## src/rtl/wbps_pkg.sv

```systemverilog
// wbps_pkg: word types, codes and constants of the wildcard byte pattern scanner
// used by wbps_cell and wildcard_byte_pattern_scan; depends on nothing
`timescale 1ns / 1ps
`default_nettype none

package wbps_pkg;

	typedef enum logic [1:0] {
		OP_LOAD  = 2'd0,
		OP_BEGIN = 2'd1,
		OP_DATA  = 2'd2,
		OP_END   = 2'd3
	} opcode_t;

	typedef enum logic [1:0] {
		REG_PATTERN_LENGTH  = 2'd0,
		REG_MAX_OCCURRENCES = 2'd1,
		REG_PATCH_OFFSET    = 2'd2,
		REG_REGION_BASE     = 2'd3
	} reg_index_t;

	localparam logic       KIND_MATCH   = 1'b0;
	localparam logic       KIND_SUMMARY = 1'b1;
	localparam logic [7:0] WILDCARD     = 8'hff;

	typedef struct packed {
		opcode_t    opcode;
		logic [7:0] pattern_index;
		logic [7:0] byte_value;
	} in_word_t;

	typedef struct packed {
		logic        result_kind;
		logic [31:0] match_start;
		logic [63:0] patch_address;
		logic [31:0] occurrence_number;
		logic        not_found;
	} out_word_t;

	typedef struct packed {
		logic       load;
		logic       scan;
		logic       clear;
		logic       usable;
		logic [7:0] pattern_index;
		logic [7:0] byte_value;
		logic [7:0] len;
	} cell_ctrl_t;

endpackage

`default_nettype wire

```

## src/rtl/wbps_cell.sv

```systemverilog
// wbps_cell: one pattern cell, holding a pattern byte and its partial-match bit
// depends on wbps_pkg
`timescale 1ns / 1ps
`default_nettype none

module wbps_cell #(
	parameter int INDEX = 0
) (
	input  wire                 clk,
	input  wire                 arst_n,
	input  wbps_pkg::cell_ctrl_t ctrl,
	input  wire                 prev,
	output logic                hit,
	output logic                tail
);

	logic [7:0] pattern_q;
	logic       hit_q;
	logic       active;
	logic       eq;

	assign active = ctrl.usable && (32'(INDEX) < 32'(ctrl.len));
	assign eq     = (pattern_q == wbps_pkg::WILDCARD) || (pattern_q == ctrl.byte_value);

	always_ff @(posedge clk) begin
		if (ctrl.load && (32'(ctrl.pattern_index) == 32'(INDEX))) begin
			pattern_q <= ctrl.byte_value;
		end
	end

	always_ff @(posedge clk or negedge arst_n) begin
		if (!arst_n) begin
			hit_q <= 1'b0;
		end else if (ctrl.clear) begin
			hit_q <= 1'b0;
		end else if (ctrl.scan && active) begin
			hit_q <= eq && prev;
		end
	end

	assign hit  = hit_q;
	assign tail = hit_q && (32'(INDEX) + 32'd1 == 32'(ctrl.len));

endmodule

`default_nettype wire

```

## config.mk

```make
export PLATFORM = sky130hd
export DESIGN_NAME = wbps_cell
export DESIGN_NICKNAME = d
export VERILOG_FILES = /design/src/rtl/wbps_pkg.sv /design/src/rtl/wbps_cell.sv
export SDC_FILE = /design/constraint.sdc
export NUM_CORES = 1
export LEC_CHECK = 0
export BUFFER_PORTS_ARGS = -buffer_cell sky130_fd_sc_hd__buf_2
export CAP_MARGIN = 20
export CELL_PAD_IN_SITES_DETAIL_PLACEMENT = 1
export CELL_PAD_IN_SITES_GLOBAL_PLACEMENT = 1
export CORE_UTILIZATION = 25
export CTS_CLUSTER_SIZE = 8
export DETAILED_ROUTE_END_ITERATION = 10
export GPL_ROUTABILITY_DRIVEN = 0
export PLACE_DENSITY = 0.79
export SLEW_MARGIN = 20
export SYNTH_ARGS = -nofsm -noshare
export SYNTH_HDL_FRONTEND = slang
export SYNTH_SLANG_ARGS = --single-unit
```

## constraint.sdc

```tcl
create_clock -name clk -period 1.3 [get_ports clk]
set_input_delay 0.26 -clock clk [delete_from_list [all_inputs] [get_ports clk]]
set_output_delay 0.26 -clock clk [all_outputs]
set_load 0.01 [all_outputs]
```

======== After elaboration in Yosys (flattened, before gate mapping) ========
Index checks and enable logic that the tools add are counted.
storage, ports and cells
  word-level logic and storage cells ...... 16
  memories ................................ 0
  input port bits ......................... 31
  register bits after elaboration ......... 9
  bits in writable memories ............... 0
  bits in latches ......................... 0
  memory bits (read-only) ................. 0
  output and inout bits ................... 2
cells by class
  shifts and indexed selects .............. 0
  multipliers ............................. 0
  muxes and demuxes ....................... 2
  add/sub/neg operators ................... 0
  magnitude comparators ................... 1
  eq/ne operators ......................... 3
  reduce and logical (&&, ||, !) cells .... 8
  div/mod/pow operators ................... 0
  bitwise logic cells ..................... 0
operator list
  operator                                                                     number
  1-bit by 8-bit equality test with 1-bit output, first input constant         1
  8-bit equality test                                                          1
  8-bit equality test, second input constant                                   1
  8-bit zero test                                                              1
  1-bit by 8-bit less-than comparator with 1-bit output, first input constant  1
  1-bit logical AND                                                            5
  1-bit 2-to-1 mux                                                             2
  2-bit nonzero test                                                           1
  1-bit logical OR                                                             1

======== Depth between registers and ports, before layout ========
  depth in word-level cells ............... 5
  mapped depth ............................ 4
  depth with buffers taken out ............ 4

======== Worst setup path after synthesis ========
No wires, ideal clock.
  path kind ............................... input -> register
  start point ............................. input ctrl[18] (netlist bit)
  end point ............................... register pattern_q[0], enable pin
  data required time ...................... 905 ps
  stages on the path ...................... 3
  setup time .............................. 395 ps
  buffers on the path ..................... 0
  arrival time ............................ 1433 ps
  path slack .............................. -528 ps
  cells stage by stage .................... nor4_1 > nand3b_1 > nor4_1
between the ends
  word-level cells in the longest chain between the ends .. 2
RTL lines
  item                    line             text
  start: declaration      wbps_cell.sv:11  input wbps_pkg::cell_ctrl_t ctrl,
  8-bit zero test         wbps_cell.sv:26  if (ctrl.load && (32'(ctrl.pattern_index) == 32'(INDEX))) begin
  1-bit logical AND       wbps_cell.sv:26
  end signal: assignment  wbps_cell.sv:27  pattern_q <= ctrl.byte_value;
  end: declaration        wbps_cell.sv:17  logic [7:0] pattern_q;
Every way passes these cells.
A chain may end at the register's enable or synchronous reset.

======== Worst setup path in the final report ========
  start point ............................. input ctrl[6] (netlist bit)
  end point ............................... output tail
between the ends
  word-level cells in the longest chain between the ends .. 2
RTL lines
  item                                            line             text
  1-bit by 8-bit equality test with 1-bit output  wbps_cell.sv:42  assign tail = hit_q && (32'(INDEX) + 32'd1 == 32'(ctrl.len));
  1-bit logical AND                               wbps_cell.sv:42
  end: declaration                                wbps_cell.sv:14  output logic tail
Every way passes these cells.

==> impl_metrics.toml <==
[cells_and_area]
area_growth_pct = 57.56
final_util_pct = 42.58
stdcell_count = 99
seqCellArea_um2 = 265.3
drive_gt1_share_pct = 55.41
num_antenna_cells = 0
n_fill_cell = 219
multi_input_area_um2 = 232.7
nNetsFinal = 106

[logic_synthesis]
yosysTopAreaCellShare_pct = 50.93
yosysTopAreaCell = "edfxtp_1"
syn_avg_cell_area_um2 = 13.10
synthFlopType = "edfxtp_1"
async_flop_share_pct = 11.11
seq_area_frac_synth_pct = 56.23
syn_area_um2 = 471.7
ys_seq_elements = 9
syn_nets = 67
synth_edf_count = 8
synth_area_leaders = "edfxtp_1 51%, xor2_1 15%, dfrtp_1 5.3%"
synth_common_cells = "8 x edfxtp_1, 8 x xor2_1, 3 x nor4_1"
ys_warn_count = 0
synth_cell_types = 17
synthCells = 36

[worst_setup_path]
r2r.worst_path.cells = 4
cp_top_family = "simple AND/OR/NAND/NOR gates"
arrival_ns = 1.33
end_kind = "output port"
cp.required_ns = 1.04
cpPeakStageDelay_ns = 0.53
crit_chain = "buf_6 -> or4_4 -> nor4_4 -> and3_1 -> buf_2"
cp_num_buf_inv = 2
r2r-start = "pattern_q[6]$_DFFE_PP_"
rrSetupSlack_ns = 0.09
r2r-end = "hit$_DFFE_PN0P_"
path_class = "in -> out"
crit_fanout = 2
slowest_stage = "or4_4"
worstSetupStartpointType = "input port"

[clock_network]
clock-root-buffer = "clkbuf_4"
clock_latency_ns = 0.26
clk_pin_slew_ns = 0.06
cts_tree = "done"
cts_buffer_depth = 2
cts_htree_levels = 1
cts_buffers = 3
clock-sinks = 9

[floorplan]
floorplan.initialDensity_pct = 27.03
coreArea_um2 = 1745
die_w_um = 45.44
io_pins = 33
rows = 15
die_area_um2 = 2064
die_y_um = 45.44

[sta]
setup_violations = 1
rsz0062_at_grt = "true"
finalMaxSlewViolations = 0
fin_setup_tns_ns = -0.2902
max-slew-margin-rel_pct = 82.14
worst_pin_slew_ns = 0.2655
setup_slack_ns = -0.2902
hold_viol_final = 0
finClkSkew_ns = 0.009497
max_freq_ghz = 0.6289
period_share_pct = 122.3
min_period_ns = 1.590

[outcome]
violations = "negative setup slack"
status = "finished, violations left"

[route]
drcViolationCount = 0
drt_pre_antenna_iters = 2
drtAntennaViolNets = 0
wl_per_cell_um = 11.19
wl_um = 1108
viasPerCell = 4.354
drtIter0Drc = 2
dr_total_vias = 431

[grt]
grt_pass1_wl_um = 1697
grt_max_degree = 9
grt_pass1_vias = 458
grt_overflow = 0
grtUsageTotal_pct = 12.15
antenna_found_initial = 0

[pwr]
power_density_nw_per_um2 = 821.5
max-vdd-ir-drop_mv = 0.3803
p_leak_nw = 0.3216

[worst_hold_path]
hp-class = "in -> reg"
worst_hold_path.endpoint = "pattern_q[3]$_DFFE_PP_"
worstHoldStart = "ctrl[11]"
whs_path_depth = 1

[placed_design]
io_buffers = 32
place_hpwl_um = 955.4
dp_cells = 94

[run]
cap_violations = 0
metrics by stage:
stage          setup slack (ns)  instance area [um^2]  total power [W]  hold WS, ns
2_1_floorplan           -0.1134                 501.7        0.0003425     -0.03559
3_3_place_gp            -0.2891                 700.7        0.0004009      0.03698
3_5_place_dp            -0.3156                 700.7        0.0004030      0.03573
4_1_cts                 -0.3058                 743.2        0.0006219       0.1942
5_1_grt                 -0.3359                 743.2        0.0006438       0.1929
6_report                -0.2902                 743.2        0.0006106       0.2014
sequential cells by signal, indices dropped and copies added (netlist names):
register / count
pattern_q: 8
hit: 1
logic make-up after synthesis:
group / count (synthesis) / synth area share, %
buf+inv: 1 / 0.7950
mux: 1 / 2.122
simple gates: 15 / 22.81
xor+xnor: 8 / 14.85
compound gates: 2 / 3.184
flops: 9 / 56.23
metal layers:
metal  GRT usage, %  part of all wire [%]  vias up  wire, um
li1               -                     -      212         -
met1          11.75                    39      188       431
met2          22.86                    51       29       561
met3          2.778                   9.9        2       110
met4          7.273                  0.36        0         4
met5              0                     0        -         0
what timing repair did:
item | in CTS | in global routing
setup endpoints to repair | 1 | 1
hold endpoints to repair | 1 | 0
buffers inserted | 0 | 0
gates resized for setup | 1 | 0
hold buffers | 1 | 0
report_power, final:
part	internal (W)	total, W	switching [W]
logic	0.0000493	0.0000842	0.0000349
registers	0.000315	0.000316	0.000000364
clock network	0.000118	0.000211	0.0000928
worst max path at each step:
stage          slack [ns]  startpoint  cells past startpoint   end
6_report            -0.29     ctrl[6]                      5  tail
4_1_cts             -0.31     ctrl[6]                      5  tail
2_1_floorplan       -0.11     ctrl[6]                      3  tail
3_5_place_dp        -0.32     ctrl[6]                      5  tail
5_1_grt             -0.34     ctrl[6]                      5  tail
3_3_place_gp        -0.29     ctrl[6]                      5  tail
cell type report:
| type | count | area share (%) |
|---|---|---|
| Multi-Input combinational cell | 26 | 31.31 |
| Clock buffer | 4 | 3.535 |
| Sequential cell | 9 | 35.69 |
| Inverter | 1 | 0.5051 |
| Tap cell | 25 | 4.209 |
| Timing Repair Buffer | 34 | 24.75 |
layout by cell type (no fill, tap or decap), types with 2 or more instances in the layout:
cell type,synthesis,final
nand4_1,2,2
nor4_4,1,3
nand2b_1,2,2
nor3_1,2,2
clkbuf_4,0,3
xor2_1,8,8
edfxtp_1,8,8
buf_2,0,31
worst reg2reg max path, cell delays in order (launching register included):
cell      delay, ns
edfxtp_1       0.41
xor2_1         0.18
nor4_1         0.30
a31oi_1        0.12
mux2i_1        0.13
Note: power is estimated with default switching activity, not from simulation.
